### config.mk
export PLATFORM = sky130hd
export DESIGN_NAME = mns_controller
export DESIGN_NICKNAME = d
export VERILOG_FILES = /design/src/hdl/melody_note_sequencer_defines.svh /design/src/hdl/mns_pkg.sv /design/src/hdl/mns_controller.sv
export SDC_FILE = /design/constraint.sdc
export NUM_CORES = 1
export LEC_CHECK = 0
export ABC_AREA = 1
export BUFFER_PORTS_ARGS = -buffer_cell sky130_fd_sc_hd__buf_2
export CAP_MARGIN = 10
export CORE_AREA = 2 2 39 41
export CTS_BUF_LIST = sky130_fd_sc_hd__clkbuf_2
export DETAILED_ROUTE_END_ITERATION = 8
export DIE_AREA = 0 0 41 43
export PLACE_DENSITY = 0.63
export SLEW_MARGIN = 5
export SYNTH_ARGS = -nofsm -noshare
export SYNTH_HDL_FRONTEND = slang
export SYNTH_SLANG_ARGS = --single-unit
### constraint.sdc
create_clock -name clock -period 3.1 [get_ports clock]
set_input_delay 0.93 -clock clock [delete_from_list [all_inputs] [get_ports clock]]
set_output_delay 0.93 -clock clock [all_outputs]
set_load 0.01 [all_outputs]
### src/hdl/melody_note_sequencer_defines.svh
// Assertion macros shared by the melody note sequencer RTL.
// Depends on nothing; the using scope must provide clock and reset.
`ifndef MELODY_NOTE_SEQUENCER_DEFINES_SVH
`define MELODY_NOTE_SEQUENCER_DEFINES_SVH

// Same-cycle implication, disabled during reset.
`define MNS_ASSERT_NOW(label, ante, cons) \
   label: assert property (@(posedge clock) disable iff (reset) (ante) |-> (cons)) \
      else $error("melody_note_sequencer: same-cycle check failed");

// Next-cycle implication, disabled during reset.
`define MNS_ASSERT_NEXT(label, ante, cons) \
   label: assert property (@(posedge clock) disable iff (reset) (ante) |=> (cons)) \
      else $error("melody_note_sequencer: next-cycle check failed");

`endif

### src/hdl/mns_pkg.sv
// Shared constants, codes and control structs of the melody note sequencer.
// Depends on nothing.
package mns_pkg;

   localparam int TABLE_DEPTH = 256;
   localparam int ADDR_W      = 8;

   localparam logic [21:0] ELAPSED_MAX = 22'h3FFFFF;

   // Request type codes.
   localparam logic [1:0] REQ_TICK    = 2'd0;
   localparam logic [1:0] REQ_WRITE   = 2'd1;
   localparam logic [1:0] REQ_RESTART = 2'd2;

   // Configuration register indexes.
   localparam logic [1:0] CSR_WHOLE_NOTE  = 2'd0;
   localparam logic [1:0] CSR_SPEED       = 2'd1;
   localparam logic [1:0] CSR_SONG_LENGTH = 2'd2;

   localparam logic [15:0] WHOLE_NOTE_RESET = 16'd1967;
   localparam logic [11:0] SPEED_RESET      = 12'd256;

   typedef struct packed {
      logic [15:0] whole_note_ms;
      logic [11:0] speed_q8;
      logic [8:0]  song_length;
   } mns_cfg_type;

   typedef struct packed {
      logic accept;
      logic write;
      logic restart;
      logic inc;
      logic load;
      logic div_step;
      logic dot;
      logic mul;
      logic cmp;
      logic resp;
   } mns_cmd_type;

   typedef struct packed {
      logic start_ok;
      logic div_nz;
      logic div_last;
      logic rsp_free;
   } mns_status_type;

endpackage

### src/hdl/mns_controller.sv
// Sequencing state machine of the melody note sequencer.
// Depends on mns_pkg; drives the datapath by command and reads its status.
module mns_controller
   import mns_pkg::*;
(
   input  logic           clock,
   input  logic           reset,
   input  logic           req_valid,
   input  logic [1:0]     req_type,
   output logic           req_ready,
   input  mns_status_type status,
   output mns_cmd_type    cmd
);

   localparam logic [2:0] ST_IDLE = 3'd0;
   localparam logic [2:0] ST_INC  = 3'd1;
   localparam logic [2:0] ST_LOAD = 3'd2;
   localparam logic [2:0] ST_DIV  = 3'd3;
   localparam logic [2:0] ST_DOT  = 3'd4;
   localparam logic [2:0] ST_MUL  = 3'd5;
   localparam logic [2:0] ST_CMP  = 3'd6;
   localparam logic [2:0] ST_RESP = 3'd7;

   logic [2:0] state_ff, state_in;
   logic       accept;

   assign req_ready = (state_ff == ST_IDLE);
   assign accept    = req_valid && req_ready;

   always_comb begin
      state_in = state_ff;
      cmd      = '0;
      case (state_ff)
         ST_IDLE: begin
            if (accept) begin
               cmd.accept  = 1'b1;
               cmd.write   = (req_type == REQ_WRITE);
               cmd.restart = (req_type == REQ_RESTART);
               state_in    = (req_type == REQ_TICK) ? ST_INC : ST_RESP;
            end
         end
         ST_INC: begin
            cmd.inc  = 1'b1;
            state_in = status.start_ok ? ST_LOAD : ST_MUL;
         end
         ST_LOAD: begin
            cmd.load = 1'b1;
            state_in = status.div_nz ? ST_DIV : ST_MUL;
         end
         ST_DIV: begin
            cmd.div_step = 1'b1;
            if (status.div_last) begin
               state_in = ST_DOT;
            end
         end
         ST_DOT: begin
            cmd.dot  = 1'b1;
            state_in = ST_MUL;
         end
         ST_MUL: begin
            cmd.mul  = 1'b1;
            state_in = ST_CMP;
         end
         ST_CMP: begin
            cmd.cmp  = 1'b1;
            state_in = ST_RESP;
         end
         ST_RESP: begin
            if (status.rsp_free) begin
               cmd.resp = 1'b1;
               state_in = ST_IDLE;
            end
         end
         default: state_in = ST_IDLE;
      endcase
   end

   always_ff @(posedge clock) begin
      if (reset) begin
         state_ff <= ST_IDLE;
      end else begin
         state_ff <= state_in;
      end
   end

endmodule
==> metrics <==
final hold slack=approximately 0.75 ns; count of maximum capacitance violations=0; largest registers=state_ff (3); busiest layer in global routing=met2; overall die height=about 43 µm; Cells after Synth=slightly above 60; antenna diode count=0; Largest stage delay, worst path=between 0.1 and 0.15 ns; number of flip-flops in the largest register=3; number of buffer cells added on primary ports=19; fraction of layout instances using a drive strength above 1=between 40% and 50%; shortest period the worst path allows=2.39 ns; Initial Utilization=a little over a quarter; layout net count=93; area of the core=roughly 1400 µm²; Crit Path Class=primary input to primary output; total setup buffers inserted after CTS=0; fraction of synthesized cell area taken by the top area cell type=between 15 and 20%; leakage=around 0.30 nW; remaining routing DRC violations=0; vias per inst=about 4.5; DR pass1 iterations=4; total congestion overflow after global routing=0; CTS Buf Count=3; peak ir drop on the vdd network=approximately 0.31 mV; category of the worst setup path launch point=primary input; number of distinct library cells after synthesis=17; largest fanout on the critical path=2; total nets after synthesis=71; highest achievable clock rate=approximately 420 MHz; result of the run=complete, no violations; post-synthesis cell type with the largest combined area=sky130_fd_sc_hd__dfxtp_1; global routing usage on met3=approximately 3.1%; clock slew seen by the registers of the worst setup and hold paths=about 0.060 ns; H-tree depth=1; Setup crit end kind=primary output; Fin. Hold Viols=0; Initial DRC Count=13; Cell Chain, Critical Path=buf_2 > inv_1 > nor2_2 > inv_2 > nor3_2 > buf_2; global-route wire length before repair=around 1.3 mm; standard-cell row count=14; Worst Path Buf+Inv=4; GRT met2 Usage=16.6%; count of instances resized after the clock tree is built=0; kind of cell adding the most delay to the critical path=buffers and inverters; met1 Track Usage GR=a little over a tenth; Detailed Route WL=between 800 and 900 µm; number of warnings printed during yosys synthesis=0; vias after detailed routing=~440; crit path max-delay cell type=sky130_fd_sc_hd__buf_2; io pins=20; average detailed-routed wire length per instance=roughly 8.3 µm; number of sinks handled by clock tree synthesis=3; horizontal die dimension=41 µm; Period Utilization, post-route=77.2%; number of max-slew violations in the final report=0; area delta synth->final=30.2%; estimated wirelength of the detail-placed design=~680 µm; CP arrival=1.46 ns; Clk Tree Root Cell=sky130_fd_sc_hd__clkbuf_2; via count of the first global-routing pass=382; worst path required time=between 2 and 2.5 ns; top cells by area, synth=sky130_fd_sc_hd__dfxtp_1 (16%), sky130_fd_sc_hd__inv_1 (12%), sky130_fd_sc_hd__nand3_1 (11%), sky130_fd_sc_hd__nor3_1 (8.1%), sky130_fd_sc_hd__nand2_1 (8.1%); flip-flop and latch count after synthesis=3; accumulated negative setup slack=0 ns; proportion of synthesized chip area in sequential cells=approximately 16%; antenna violations before repair=0; pin count of the biggest net entering global routing=13; combined area of all synthesized cells=about 370 µm²; hold-fix buffer count after cts=0; maximum buffer depth of the clock tree=2; gr usage total=between 10% and 20%; Die ar.=1760 µm²; measured slew at the worst slew-check pin=between 0.4 and 0.5 ns; clock tree from TritonCTS=yes; most frequent CP cell=sky130_fd_sc_hd__buf_2; worst skew pair latency=approximately 0.21 ns; mean instance size in the synthesized netlist=6.01 µm²; routability cong.=~0.8; RSZ-0062 raised after global routing=no; top register by number of flip-flops=state_ff; clock tree skew after final layout=a little over 0.01 ns; type of the most critical hold path=register to register; number of failing setup endpoints in the final timing report=0; worst-case headroom to the max-slew limit=a little under 70%; PD cells=between 800 and 900 nW/µm²; post-route ant nets=0
## worst reg2reg max path, delay by kind of cell (launching register included)
kind	cells	cell delay (ns)
flip-flops	1	0.61
AO/OA/AOI/OAI	1	0.11
AND/OR/NAND/NOR	5	0.51
## where the power goes
group / switching [mW] / internal, mW
sequential: 0.0515 / 0.0559
clock: 0.0241 / 0.0341
combinational: 0.150 / 0.0971
total: 0.225 / 0.187
## path summary, 6_finish.rpt
path	startpoint	slack [ns]	end	depth (start not counted)
hold reg to reg	state_ff[0]	0.75	state_ff[0]	3
setup reg to reg	state_ff[0]	1.80	state_ff[1]	6
setup / recovery	req_valid	0.71	cmd[8]	6
hold / removal	state_ff[0]	0.75	state_ff[0]	3
## Yosys cell counts, drive strengths merged
master	n
nand2	10
nand3	9
nand4	3
buf	2
nor2	11
inv	14
nor3	8
a21oi	2
dfxtp	3
## layer usage
layer  vias up  wire length, µm
met5         -                0
met4         0               25
met3         4               60
met2        19              378
met1       181              361
li1        239                -
## logic make-up after synthesis
group | share of synthesized area, %
AOI/OAI and AO/OA | 3.69
buffers and inverters | 20.1
DFF | 16.1
and+or+nand+nor | 60.1
## per-stage QoR
step	power (mW)	instances	instance area, µm²	utilization (%)	setup slack, ns
6_report	0.412	99	485	35.1	0.708
5_1_grt	0.459	99	485	35.1	0.627
4_1_cts	0.414	99	485	35.1	0.698
3_5_place_dp	0.357	95	465	33.6	0.699
3_3_place_gp	0.352	95	465	33.6	0.716
2_1_floorplan	0.307	62	373	-	0.783
## placed cells by master (no fill, tap or decap)
cell / instances
sky130_fd_sc_hd__nor2_4: 1
sky130_fd_sc_hd__inv_1: 12
sky130_fd_sc_hd__clkbuf_2: 4
sky130_fd_sc_hd__nor2_1: 7
sky130_fd_sc_hd__nand3_1: 8
sky130_fd_sc_hd__dfxtp_1: 3
sky130_fd_sc_hd__nor2_2: 3
sky130_fd_sc_hd__a21oi_1: 1
sky130_fd_sc_hd__nand3_2: 1
sky130_fd_sc_hd__inv_2: 2
sky130_fd_sc_hd__nand4_2: 1
sky130_fd_sc_hd__nand2_1: 8
sky130_fd_sc_hd__nand4_1: 2
sky130_fd_sc_hd__nor3_2: 2
sky130_fd_sc_hd__nand2_2: 2
sky130_fd_sc_hd__buf_2: 19
sky130_fd_sc_hd__nor3_1: 6
sky130_fd_sc_hd__a21oi_2: 1
## cell type report
type / count / area (µm²)
clock buffer: 4 / 20.0
fill: 152 / 898
multi-input combinational: 43 / 238
tap: 16 / 20.0
timing repair buffer: 19 / 95.1
sequential: 3 / 60.1
inverter: 14 / 52.6
Note: power is estimated with default switching activity, not from simulation.
