### src/hdl/melody_note_sequencer_defines.svh
// Assertion macros shared by the melody note sequencer RTL.
// Depends on nothing; the using scope must provide clock and reset.
`ifndef MELODY_NOTE_SEQUENCER_DEFINES_SVH
`define MELODY_NOTE_SEQUENCER_DEFINES_SVH

// Same-cycle implication, disabled during reset.
`define MNS_ASSERT_NOW(label, ante, cons) \
   label: assert property (@(posedge clock) disable iff (reset) (ante) |-> (cons)) \
      else $error("melody_note_sequencer: same-cycle check failed");

// Next-cycle implication, disabled during reset.
`define MNS_ASSERT_NEXT(label, ante, cons) \
   label: assert property (@(posedge clock) disable iff (reset) (ante) |=> (cons)) \
      else $error("melody_note_sequencer: next-cycle check failed");

`endif

### src/hdl/mns_pkg.sv
// Shared constants, codes and control structs of the melody note sequencer.
// Depends on nothing.
package mns_pkg;

   localparam int TABLE_DEPTH = 256;
   localparam int ADDR_W      = 8;

   localparam logic [21:0] ELAPSED_MAX = 22'h3FFFFF;

   // Request type codes.
   localparam logic [1:0] REQ_TICK    = 2'd0;
   localparam logic [1:0] REQ_WRITE   = 2'd1;
   localparam logic [1:0] REQ_RESTART = 2'd2;

   // Configuration register indexes.
   localparam logic [1:0] CSR_WHOLE_NOTE  = 2'd0;
   localparam logic [1:0] CSR_SPEED       = 2'd1;
   localparam logic [1:0] CSR_SONG_LENGTH = 2'd2;

   localparam logic [15:0] WHOLE_NOTE_RESET = 16'd1967;
   localparam logic [11:0] SPEED_RESET      = 12'd256;

   typedef struct packed {
      logic [15:0] whole_note_ms;
      logic [11:0] speed_q8;
      logic [8:0]  song_length;
   } mns_cfg_type;

   typedef struct packed {
      logic accept;
      logic write;
      logic restart;
      logic inc;
      logic load;
      logic div_step;
      logic dot;
      logic mul;
      logic cmp;
      logic resp;
   } mns_cmd_type;

   typedef struct packed {
      logic start_ok;
      logic div_nz;
      logic div_last;
      logic rsp_free;
   } mns_status_type;

endpackage

### src/hdl/mns_csr.sv
// Configuration registers of the melody note sequencer behind an APB-style port.
// Depends on mns_pkg.
module mns_csr
   import mns_pkg::*;
(
   input  logic        clock,
   input  logic        reset,
   input  logic        psel,
   input  logic        penable,
   input  logic        pwrite,
   input  logic [3:0]  paddr,
   input  logic [31:0] pwdata,
   output logic [31:0] prdata,
   output logic        pready,
   output mns_cfg_type cfg
);

   mns_cfg_type cfg_ff, cfg_in;
   logic        wr_en;

   assign pready = 1'b1;
   assign wr_en  = psel && penable && pwrite;
   assign cfg    = cfg_ff;

   always_comb begin
      cfg_in = cfg_ff;
      if (wr_en) begin
         case (paddr[3:2])
            CSR_WHOLE_NOTE:  cfg_in.whole_note_ms = pwdata[15:0];
            CSR_SPEED:       cfg_in.speed_q8      = pwdata[11:0];
            CSR_SONG_LENGTH: cfg_in.song_length   = pwdata[8:0];
            default:         cfg_in = cfg_ff;
         endcase
      end
   end

   always_comb begin
      case (paddr[3:2])
         CSR_WHOLE_NOTE:  prdata = {16'd0, cfg_ff.whole_note_ms};
         CSR_SPEED:       prdata = {20'd0, cfg_ff.speed_q8};
         CSR_SONG_LENGTH: prdata = {23'd0, cfg_ff.song_length};
         default:         prdata = 32'd0;
      endcase
   end

   always_ff @(posedge clock) begin
      if (reset) begin
         cfg_ff.whole_note_ms <= WHOLE_NOTE_RESET;
         cfg_ff.speed_q8      <= SPEED_RESET;
         cfg_ff.song_length   <= 9'd0;
      end else begin
         cfg_ff <= cfg_in;
      end
   end

endmodule

### config.mk
export PLATFORM = sky130hd
export DESIGN_NAME = mns_csr
export DESIGN_NICKNAME = d
export VERILOG_FILES = /design/src/hdl/melody_note_sequencer_defines.svh /design/src/hdl/mns_pkg.sv /design/src/hdl/mns_csr.sv
export SDC_FILE = /design/constraint.sdc
export NUM_CORES = 1
export LEC_CHECK = 0
export ABC_AREA = 0
export CELL_PAD_IN_SITES_DETAIL_PLACEMENT = 0
export CELL_PAD_IN_SITES_GLOBAL_PLACEMENT = 1
export CORE_UTILIZATION = 50
export CTS_BUF_LIST = sky130_fd_sc_hd__clkbuf_8
export CTS_CLUSTER_DIAMETER = 80
export DETAILED_ROUTE_END_ITERATION = 10
export DONT_BUFFER_PORTS = 1
export PLACE_DENSITY_LB_ADDON = 0.1
export SYNTH_ARGS = -nofsm -noshare
export SYNTH_HDL_FRONTEND = slang
export SYNTH_SLANG_ARGS = --single-unit
### constraint.sdc
create_clock -name clock -period 1.9 [get_ports clock]
set_input_delay 0.285 -clock clock [delete_from_list [all_inputs] [get_ports clock]]
set_output_delay 0.285 -clock clock [all_outputs]
set_load 0.01 [all_outputs]
==> summary.txt, run 1 <==
Gate Count Post-Synth = 208
Syn-to-layout area delta = 1.62%
Syn avg cell area = 9.28 sq um
GR Util met1 = 24.4%
Chip Width = 64.1 microns
Routability Congestion = 0.661
Placed Area = 0.00185 sq mm
Total Wirelength = 4330 microns
Tot GR Track Use = 22.3%
Worst path bufs/invs = 0
Fin crit period = 1480 ps
Largest net degree at the start of global routing = 49
Vias per cell = 5.54
Remaining global-route overflow = 0
Io pins = 111
Most common cell in the netlist = dfxtp_1
Met3 Resource Use GR = 6.61%
Fmax = 674 MHz
Count of final setup violators = 0
Cts bufs inserted = 5
#FFs+latches synth = 37
Clk_skew = 0 ps
CP delay by family, top = flip-flops
Ys Warns = 0
RSZ-0062 raised after global routing = false
First-pass GRT wire length = 6840 microns
Netlist cell types = 22
Critical path capture point = prdata[7]
Status = finished clean
Max reg flops = 37
Routed Antenna Nets = 0
HP Start = reset
Finished Cell Area = 0.00196 sq mm
Crit. Startpoint = cfg[7]
Grt met2 use = 40.0%
CTS resizes = 0
Worst hold path type = input pin to flop
Fillers = 353
DIE AREA = 0.00411 sq mm
Top cells by area, synth = dfxtp_1 38%, mux2i_1 18%, nand2b_1 10%
Post-synth EDFFs = 0
Die Y = 64.1 microns
WS Path Type = flop to output pin
CTS tree = built
Pleak = 0.835 nW
Reg2reg setup slack = 1080 ps
FF-to-FF End = cfg[18]
CTS H-tree depth = 2
Number of antenna violations at the first check in global routing = 0
Setup Buffers After CTS = 0
Root Buffer = clkbuf_8
Highest-delay cell along the critical path = dfxtp_1
Post-synth top cells = 37 x dfxtp_1, 35 x mux2i_1, 31 x nand2b_1
Yosys top cell area share = 38.4%
Max-Cap Viols = 0
Crit path cell chain = mux2i_1 -> o21ai_0
Period utilization = 78.1%
Layer with the highest usage = met2
Final Hold Fails = 0
Worst-Skew Late Latency = 290 ps
CP endpoint kind = output pin
DRC = 0
Post-Syn Area = 0.00193 sq mm
Hpwl dp = 2900 microns
Setup TNS = 0 ps
Worst EP required = 1620 ps
Post-synth ARST share = 0%
Power Density = 811 mW/mm^2
Vias in the first global route = 1393
Cts hold-fix bufs = 0
Pins Over Slew Limit = 0
Worst r2r path cells = 2
Maximum vdd ir drop = 0.000627 V
Crit-path max cell delay = 430 ps
Cell taking the most area after synthesis = dfxtp_1
Post-DR wirelength/cell = 17.3 microns
DRT iter0 DRCs = 45
CTS Buffer Depth = 2
CP startpoint kind = flop
# diodes = 0
First-pass DRT Iterations = 4
Worst Max-Slew Pin Slew = 533 ps
Sequential share of the synthesized area = 38.4%
Final #Nets = 242
Reg-to-Reg Start = cfg[18]
Number of port buffers = 0
Core area = 0.00369 sq mm
Top_reg_cell synth = dfxtp_1
CTS sink cnt = 37
DR vias = 1384
Critical path fanouts, max = 3
FP Rows = 22
CP Depth = 2
Slew headroom = 64.4%
CTS clk-pin slew, worst paths = 80 ps
Layout cells sized above 1 = 7.43%
Worst EP arrival = 1200 ps
Starting density of the core = 52.3%
-- per-stage QoR --
step	instances	setup WS [ps]	total power, mW	hold WS (ps)	util (%)
global route	250	355	1.65	51.9	53.2
global placement	242	366	0.925	359	50.1
finish	250	416	1.59	62.0	53.2
floorplan	223	571	0.963	432	-
detailed placement	242	390	0.928	361	50.1
CTS	250	382	1.61	50.8	53.2
-- cell usage in the layout (no fill, tap or decap), types with 2 or more instances in the layout --
master	instances
a211o_1	8
a21bo_2	2
a21oi_1	6
and2_1	5
and3_1	9
buf_4	4
clkbuf_8	5
conb_1	17
dfxtp_1	37
mux2i_1	35
nand2_1	10
nand2b_1	31
nand3_1	7
nor2_1	7
o21ai_0	9
o31ai_1	4
-- per-layer routing --
layer  share of wire [%]  up-vias  routed length, microns
li1                    -      658                       -
met1                  41      662                    1790
met2                  50       56                    2180
met3                 6.9        8                     297
met4                 1.5        0                      67
met5                   0        -                       0
-- area by class of cell --
class	instances	area, sq um	area share, %
Clock buffer	5	68.8	3.51
Clock inverter	3	46.3	2.36
Multi-Input combinational cell	153	1020	51.8
Sequential cell	37	741	37.8
Tap cell	48	60.1	3.06
Timing Repair Buffer	4	30.0	1.53
-- worst register-to-register path, delay by kind of cell (launching register included) --
kind / cells / cell delay [ps]
flops: 1 / 400
compound gates: 2 / 360
-- power breakdown --
group	total, mW	internal, mW	switching [mW]
registers	0.803	0.787	0.0161
logic	0.108	0.0443	0.0633
clock network	0.680	0.393	0.288
total	1.59	1.22	0.367
-- worst min-delay path by stage --
| stage | endpoint | slack (ps) | cells past startpoint |
|---|---|---|---|
| floorplan | cfg[18] | 430 | 2 |
| global placement | cfg[34] | 360 | 1 |
| detailed placement | cfg[33] | 360 | 1 |
| CTS | cfg[36] | 50 | 1 |
| global route | cfg[34] | 50 | 1 |
| finish | cfg[18] | 60 | 1 |
-- logic make-up (layout without fill, tap and decap cells) --
kind of cell / count (synthesis) / count (layout) / share of synthesized area [%]
buffers and inverters: 33 / 12 / 11.9
AO/OA/AOI/OAI: 29 / 29 / 10.1
other: 2 / 17 / 0.389
flip-flops: 37 / 37 / 38.4
AND/OR/NAND/NOR: 72 / 72 / 21.1
multiplexers: 35 / 35 / 18.1
No activity file was read; power rests on OpenSTA's default activity.
==> run 2: changes to the inputs <==
Settings changed: CORE_UTILIZATION 50 to 42.
Clock period 1.9 ns to 1.2 ns, I/O delays scaled along.
==> run 2 against run 1 <==
  * Routed wire length is 11% higher
  * Via count is 6.9% higher
  * Highest routed layer unchanged
  * Combinational power is 100% higher
  * Critical endpoint is now prdata[0]
==> summary.txt, run 2 (synthesis gave the netlist of run 1 again) <==
Status = finished clean
Setup TNS = 0 ps (unchanged)
Chip Width = 69.8 microns (+8.8%)
Worst Max-Slew Pin Slew = 546 ps (+13.7 ps)
Vias per cell = 5.34 (-3.6%)
Core area = 0.00438 sq mm (+19%)
Number of antenna violations at the first check in global routing = 0 (unchanged)
Layout cells sized above 1 = 25.3% (+18 points)
Placed Area = 0.00202 sq mm (+9.2%)
Crit path cell chain = mux2i_1 -> o21ai_1 -> buf_4
Power Density = 1190 mW/mm^2 (+46%)
Die Y = 69.8 microns (+8.8%)
Period utilization = 99.4%
Psw = 627 uW (+71%)
Io pins = 111 (unchanged)
CP startpoint kind = flop
CTS H-tree depth = 2 (unchanged)
Pleak = 0.959 nW (+15%)
Clock power share = 42.8% (about the same)
First-pass GRT wire length = 7890 microns (+15%)
CP delay by family, top = flip-flops
CTS tree = built
Syn-to-layout area delta = 13.1%
Maximum vdd ir drop = 0.000525 V (-16%)
Pins Over Slew Limit = 0 (unchanged)
WS Path Type = flop to output pin
Hpwl dp = 3410 microns (+18%)
Largest net degree at the start of global routing = 36 (-27%)
Switching share of total power = 24.2% (+1.1 points)
First-pass DRT Iterations = 4 (unchanged)
Worst path bufs/invs = 1 (+1)
FP Rows = 24 (+9.1%)
CTS sink cnt = 37 (unchanged)
CTS clk-pin slew, worst paths = 80 ps (about the same)
Fmax = 838 MHz
Routed Antenna Nets = 0 (unchanged)
Final #Nets = 265 (+9.5%)
Finished Cell Area = 0.00218 sq mm (+11%)
Worst hold path type = input pin to flop
Setup Buffers After CTS = 0 (unchanged)
Tot GR Track Use = 20.4% (-1.9 points)
DRC = 0 (unchanged)
Number of port buffers = 0 (unchanged)
Crit-path max cell delay = 380 ps (-50 ps)
Count of final setup violators = 0 (unchanged)
Worst EP arrival = 1010 ps (-190 ps)
Final WS setup = 7.32 ps (-409 ps)
Slew headroom = 63.5% (-0.95 points)
Commonest non-fill, non-tap cell in the layout = mux2i_1
Vias in the first global route = 1599 (+15%)
Starting density of the core = 44.0% (-8.3 points)
Post-DR wirelength/cell = 17.4 microns (+0.38%)
Worst EP required = 1020 ps (-600 ps)
DRT iter0 DRCs = 35 (-22%)
Max-Cap Viols = 0 (unchanged)
Internal = 1.97 mW (+61%)
Clk_skew = 0 ps (unchanged)
RSZ-0062 raised after global routing = true
Critical path fanouts, max = 3 (unchanged)
CTS Buffer Depth = 2 (unchanged)
Place WS = 5.48 ps (-384 ps)
DIE AREA = 0.00487 sq mm (+18%)
Remaining global-route overflow = 0 (unchanged)
Routability Congestion = 0.763 (+15%)
Fin crit period = 1190 ps
Total Wirelength = 4820 microns (+11%)
Final Hold Fails = 0 (unchanged)
Root Buffer = clkbuf_8
# diodes = 0 (unchanged)
Seq pwr share = 48.9% (-1.6 points)
Highest-delay cell along the critical path = dfxtp_4
Cts bufs inserted = 5 (unchanged)
Worst-Skew Late Latency = 290 ps (about the same)
CP endpoint kind = output pin
Max reg flops = 37 (unchanged)
Comb power frac = 8.4% (+1.6 points)
Most frequent cells in the layout = 35 x mux2i_1, 31 x nand2b_1, 26 x buf_4
DR vias = 1479 (+6.9%)
-- run 2: cell types whose count changed in the layout (fill, tap and decap cells not counted) --
cell / previous run / this run
buf_4: 4 / 26
dfxtp_1: 37 / 23
dfxtp_2: 0 / 13
o21ai_0: 9 / 0
o21ai_2: 0 / 5
o21ai_1: 0 / 4
dfxtp_4: 0 / 1
dlygate4sd3_1: 0 / 1
nor2_1: 7 / 6
nor2_2: 0 / 1
-- run 2: repair_timing --
item | CTS | global route
endpoints found under the hold margin | 14 | 0
endpoints found under the setup margin | 10 | 7
hold buffers | 1 | 0
pin swaps | 1 | 1
resized for setup | 21 | 9
-- run 2: final cells by class --
class,count,area [sq um]
sequential,37,761
timing repair buffer,27,205
multi-input combinational,153,1040
fill,429,2200
clock inverter,3,46.3
tap,52,65.1
clock buffer,5,68.8
-- run 2: worst paths after layout --
check,from,end,slack (ps),depth (start not counted)
worst max-delay path,cfg[21],prdata[0],7,3
worst max register to register,cfg[19],cfg[19],370,2
worst min-delay path,pwdata[9],cfg[18],30,2
worst min register to register,cfg[5],cfg[5],520,2
-- run 2: worst reg2reg max path: stages, from the launching register on --
cell and delay, ps:
dfxtp_1 400, a21bo_2 240, a21oi_1 120
-- run 2: per-layer routing --
metal	routed length, microns	vias up	GRT usage [%]
li1	-	701	-
met1	1980	702	23.7
met2	2380	63	34.5
met3	360	13	6.83
met4	93	0	7.78
met5	0	-	0
-- run 2: per-stage QoR --
stage          util (%)  hold WS [ps]  instances  total power [mW]
2_1_floorplan         -           327        223              1.52
3_3_place_gp       46.0           254        268              1.49
3_5_place_dp       46.0           256        268              1.50
4_1_cts            49.5          26.2        277              2.61
5_1_grt            49.8          27.1        277              2.69
6_report           49.8          28.5        277              2.59
-- run 2: power groups by stage --
| stage | logic (mW) | registers, mW | clock network [mW] |
|---|---|---|---|
| floorplan | 0.230 | 1.29 | 0 |
| global placement | 0.195 | 1.30 | 0 |
| global route | 0.237 | 1.27 | 1.19 |
| detailed placement | 0.199 | 1.30 | 0 |
| finish | 0.217 | 1.27 | 1.11 |
| CTS | 0.215 | 1.27 | 1.13 |
==> run 3: changes to the inputs <==
Settings changed: ABC_AREA 0 to 1, CORE_UTILIZATION 42 to 39, CTS_BUF_LIST sky130_fd_sc_hd__clkbuf_8 to sky130_fd_sc_hd__clkbuf_4 sky130_fd_sc_hd__clkbuf_8.
==> run 3 against run 2 <==
  * Sequential share of layout area up 0.82 points
  * Fmax up 6.0%
  * Combinational power up 31%
  * Die area up 7.7%
  * Sequential power about the same
  * Routed wire length down 4.3%
  * Register-to-register slack better by 180 ps
  * Clock skew unchanged
==> summary.txt, run 3 <==
M1 WL = 2040 microns (+2.9%)
Area share of fa/ha/maj cells after synthesis = 0% (unchanged)
Worst r2r path cells = 2 (unchanged)
Post-Syn Area = 0.00194 sq mm (+0.26%)
Die Y = 72.5 microns (+3.8%)
Post-DR wirelength/cell = 13.0 microns (-25%)
Cell taking the most area after synthesis = dfxtp_1
Most frequent cells in the layout = 75 x nand2_1, 57 x nor2_1, 45 x nand3_1
Final #Nets = 329 (+24%)
Setup TNS = 0 ps (unchanged)
Main combinational cell family by area after synthesis = simple AND/OR/NAND/NOR gates
Post-synth top cells = 75 x nand2_1, 59 x nor2_1, 45 x nand3_1
Pins Over Slew Limit = 0 (unchanged)
Yosys top cell area share = 38.3% (-0.099 points)
CTS clk-pin slew, worst paths = 70 ps (about the same)
FP Rows = 25 (+4.2%)
CP delay by family, top = flip-flops
Number of port buffers = 0 (unchanged)
Commonest non-fill, non-tap cell in the layout = nand2_1
Post-synthesis compound-gate area fraction = 1.62% (-8.5 points)
Fillers = 545 (+27%)
Post-synth EDFFs = 0 (unchanged)
Critical path fanouts, max = 3 (unchanged)
#FFs+latches synth = 37 (unchanged)
WS Path Type = flop to output pin
Crit. Startpoint = cfg[27]
Mux cell area share after synthesis = 0% (-18 points)
Pleak = 0.964 nW (+0.45%)
Chip Width = 72.5 microns (+3.8%)
Core area = 0.00475 sq mm (+8.4%)
Placed Area = 0.00197 sq mm (-2.2%)
CP startpoint kind = flop
CTS H-tree depth = 2 (unchanged)
Ys Warns = 0 (unchanged)
Io pins = 111 (unchanged)
Post-synth ARST share = 0% (unchanged)
Status = finished clean
Final Hold Fails = 0 (unchanged)
Clk_skew = 0 ps (unchanged)
Worst EP arrival = 950 ps (-60 ps)
Syn-to-layout area delta = 7.50%
Routability Congestion = 0.709 (-7.1%)
Met3 WL = 400 microns (+11%)
DIE AREA = 0.00525 sq mm (+7.7%)
Cts hold-fix bufs = 0 (-1)
Xor/xnor share of the synthesized area = 0% (unchanged)
Worst-Skew Late Latency = 280 ps (about the same)
Layout cells sized above 1 = 11.5% (-14 points)
Max-Cap Viols = 0 (unchanged)
Syn avg cell area = 6.77 sq um (-27%)
Power Density = 1250 mW/mm^2 (+5.5%)
FF-to-FF End = cfg[17]
Total Wirelength = 4610 microns (-4.3%)
First-pass GRT wire length = 7230 microns (-8.3%)
Max reg flops = 37 (unchanged)
Highest-delay cell along the critical path = dfxtp_1
Worst hold path type = input pin to flop
Vias in the first global route = 1415 (-12%)
Finished Cell Area = 0.00208 sq mm (-4.7%)
Maximum vdd ir drop = 0.000710 V (+35%)
Crit path cell chain = nand2_1 -> nand3_1
Top cells by area, synth = dfxtp_1 38%, nand2_1 15%, nand3_1 12%
Period utilization = 93.8% (-5.6 points)
Final WS setup = 74.9 ps (+67.6 ps)
Setup Buffers After CTS = 0 (unchanged)
Worst path bufs/invs = 0 (-1)
CTS sink cnt = 37 (unchanged)
Root Buffer = clkbuf_8
Routed Antenna Nets = 0 (unchanged)
Cts bufs inserted = 5 (unchanged)
Reg2reg setup slack = 550 ps (+180 ps)
RSZ-0062 raised after global routing = false
CP endpoint kind = output pin
CTS resizes = 0 (-100%)
Starting density of the core = 40.7% (-3.3 points)
Sequential share of the synthesized area = 38.3% (-0.099 points)
Number of antenna violations at the first check in global routing = 0 (unchanged)
Reg-to-Reg Start = cfg[17]
First-pass DRT Iterations = 4 (unchanged)
Crit-path max cell delay = 420 ps (+40 ps)
Top_reg_cell synth = dfxtp_1
DRC = 0 (unchanged)
DR vias = 1638 (+11%)
Worst EP required = 1020 ps (about the same)
Simple-Gate Fraction of Synth Area = 43.6% (+23 points)
Tot GR Track Use = 18.6% (-1.8 points)
Most common cell in the netlist = nand2_1
Netlist cell types = 20 (-9.1%)
Hpwl dp = 3190 microns (-6.5%)
Remaining global-route overflow = 0 (unchanged)
Place WS = 177 ps (+172 ps)
CTS Buffer Depth = 2 (unchanged)
Fin crit period = 1130 ps (-67.6 ps)
Critical path capture point = prdata[6]
CP Depth = 2 (-1)
Largest net degree at the start of global routing = 23 (-36%)
Count of final setup violators = 0 (unchanged)
Top Metal Used = met4
Metal2 WL = 2130 microns (-11%)
Vias per cell = 4.61 (-14%)
Gate Count Post-Synth = 286 (+38%)
# diodes = 0 (unchanged)
CTS tree = built
DRT iter0 DRCs = 78 (+120%)
Fmax = 889 MHz (+6.0%)
## run 3: cells by family (layout without fill, tap and decap cells)
| group | after synthesis | after routing |
|---|---|---|
| and+or+nand+nor | 190 | 190 |
| buffers and inverters | 53 | 40 |
| DFF | 37 | 37 |
| AOI/OAI and AO/OA | 4 | 4 |
| other | 2 | 17 |
## run 3: worst min path at each step
stage | from | slack [ps] | depth (start not counted) | end
2_1_floorplan | pwdata[0] | 310 | 2 | cfg[21]
3_3_place_gp | pwdata[8] | 310 | 2 | cfg[17]
3_5_place_dp | pwdata[1] | 310 | 2 | cfg[22]
4_1_cts | pwdata[9] | 10 | 2 | cfg[30]
5_1_grt | pwdata[9] | 4 | 2 | cfg[30]
6_report | pwdata[3] | 20 | 2 | cfg[24]
## run 3: final cells by class
cell class,count,area (sq um),share of cell area [%]
clock buffers,5,68.8,3.31
clock inverters,2,35.0,1.68
flip-flops and latches,37,742,35.7
multi-input cells,211,943,45.3
inverters,24,90.1,4.33
well taps,67,83.8,4.03
repair buffers,9,118,5.65
## run 3: metal layers
layer	vias up	global-route usage (%)
met5	-	0
met4	0	4.58
met3	6	7.08
met2	65	29.6
met1	717	23.8
li1	850	-
## run 3: power by group
group / switching (mW) / total, mW / internal [mW]
clock network: 0.427 / 1.03 / 0.604
registers: 0.0369 / 1.29 / 1.25
logic: 0.192 / 0.284 / 0.0924
## run 3: through the flow
stage | utilization (%) | power, mW | hold WS (ps) | instances
floorplan | - | 1.58 | 306 | 301
global placement | 41.5 | 1.61 | 308 | 348
detailed placement | 41.5 | 1.61 | 313 | 348
CTS | 43.7 | 2.66 | 10.3 | 355
global route | 43.8 | 2.76 | 4.08 | 355
finish | 43.8 | 2.61 | 18.5 | 355
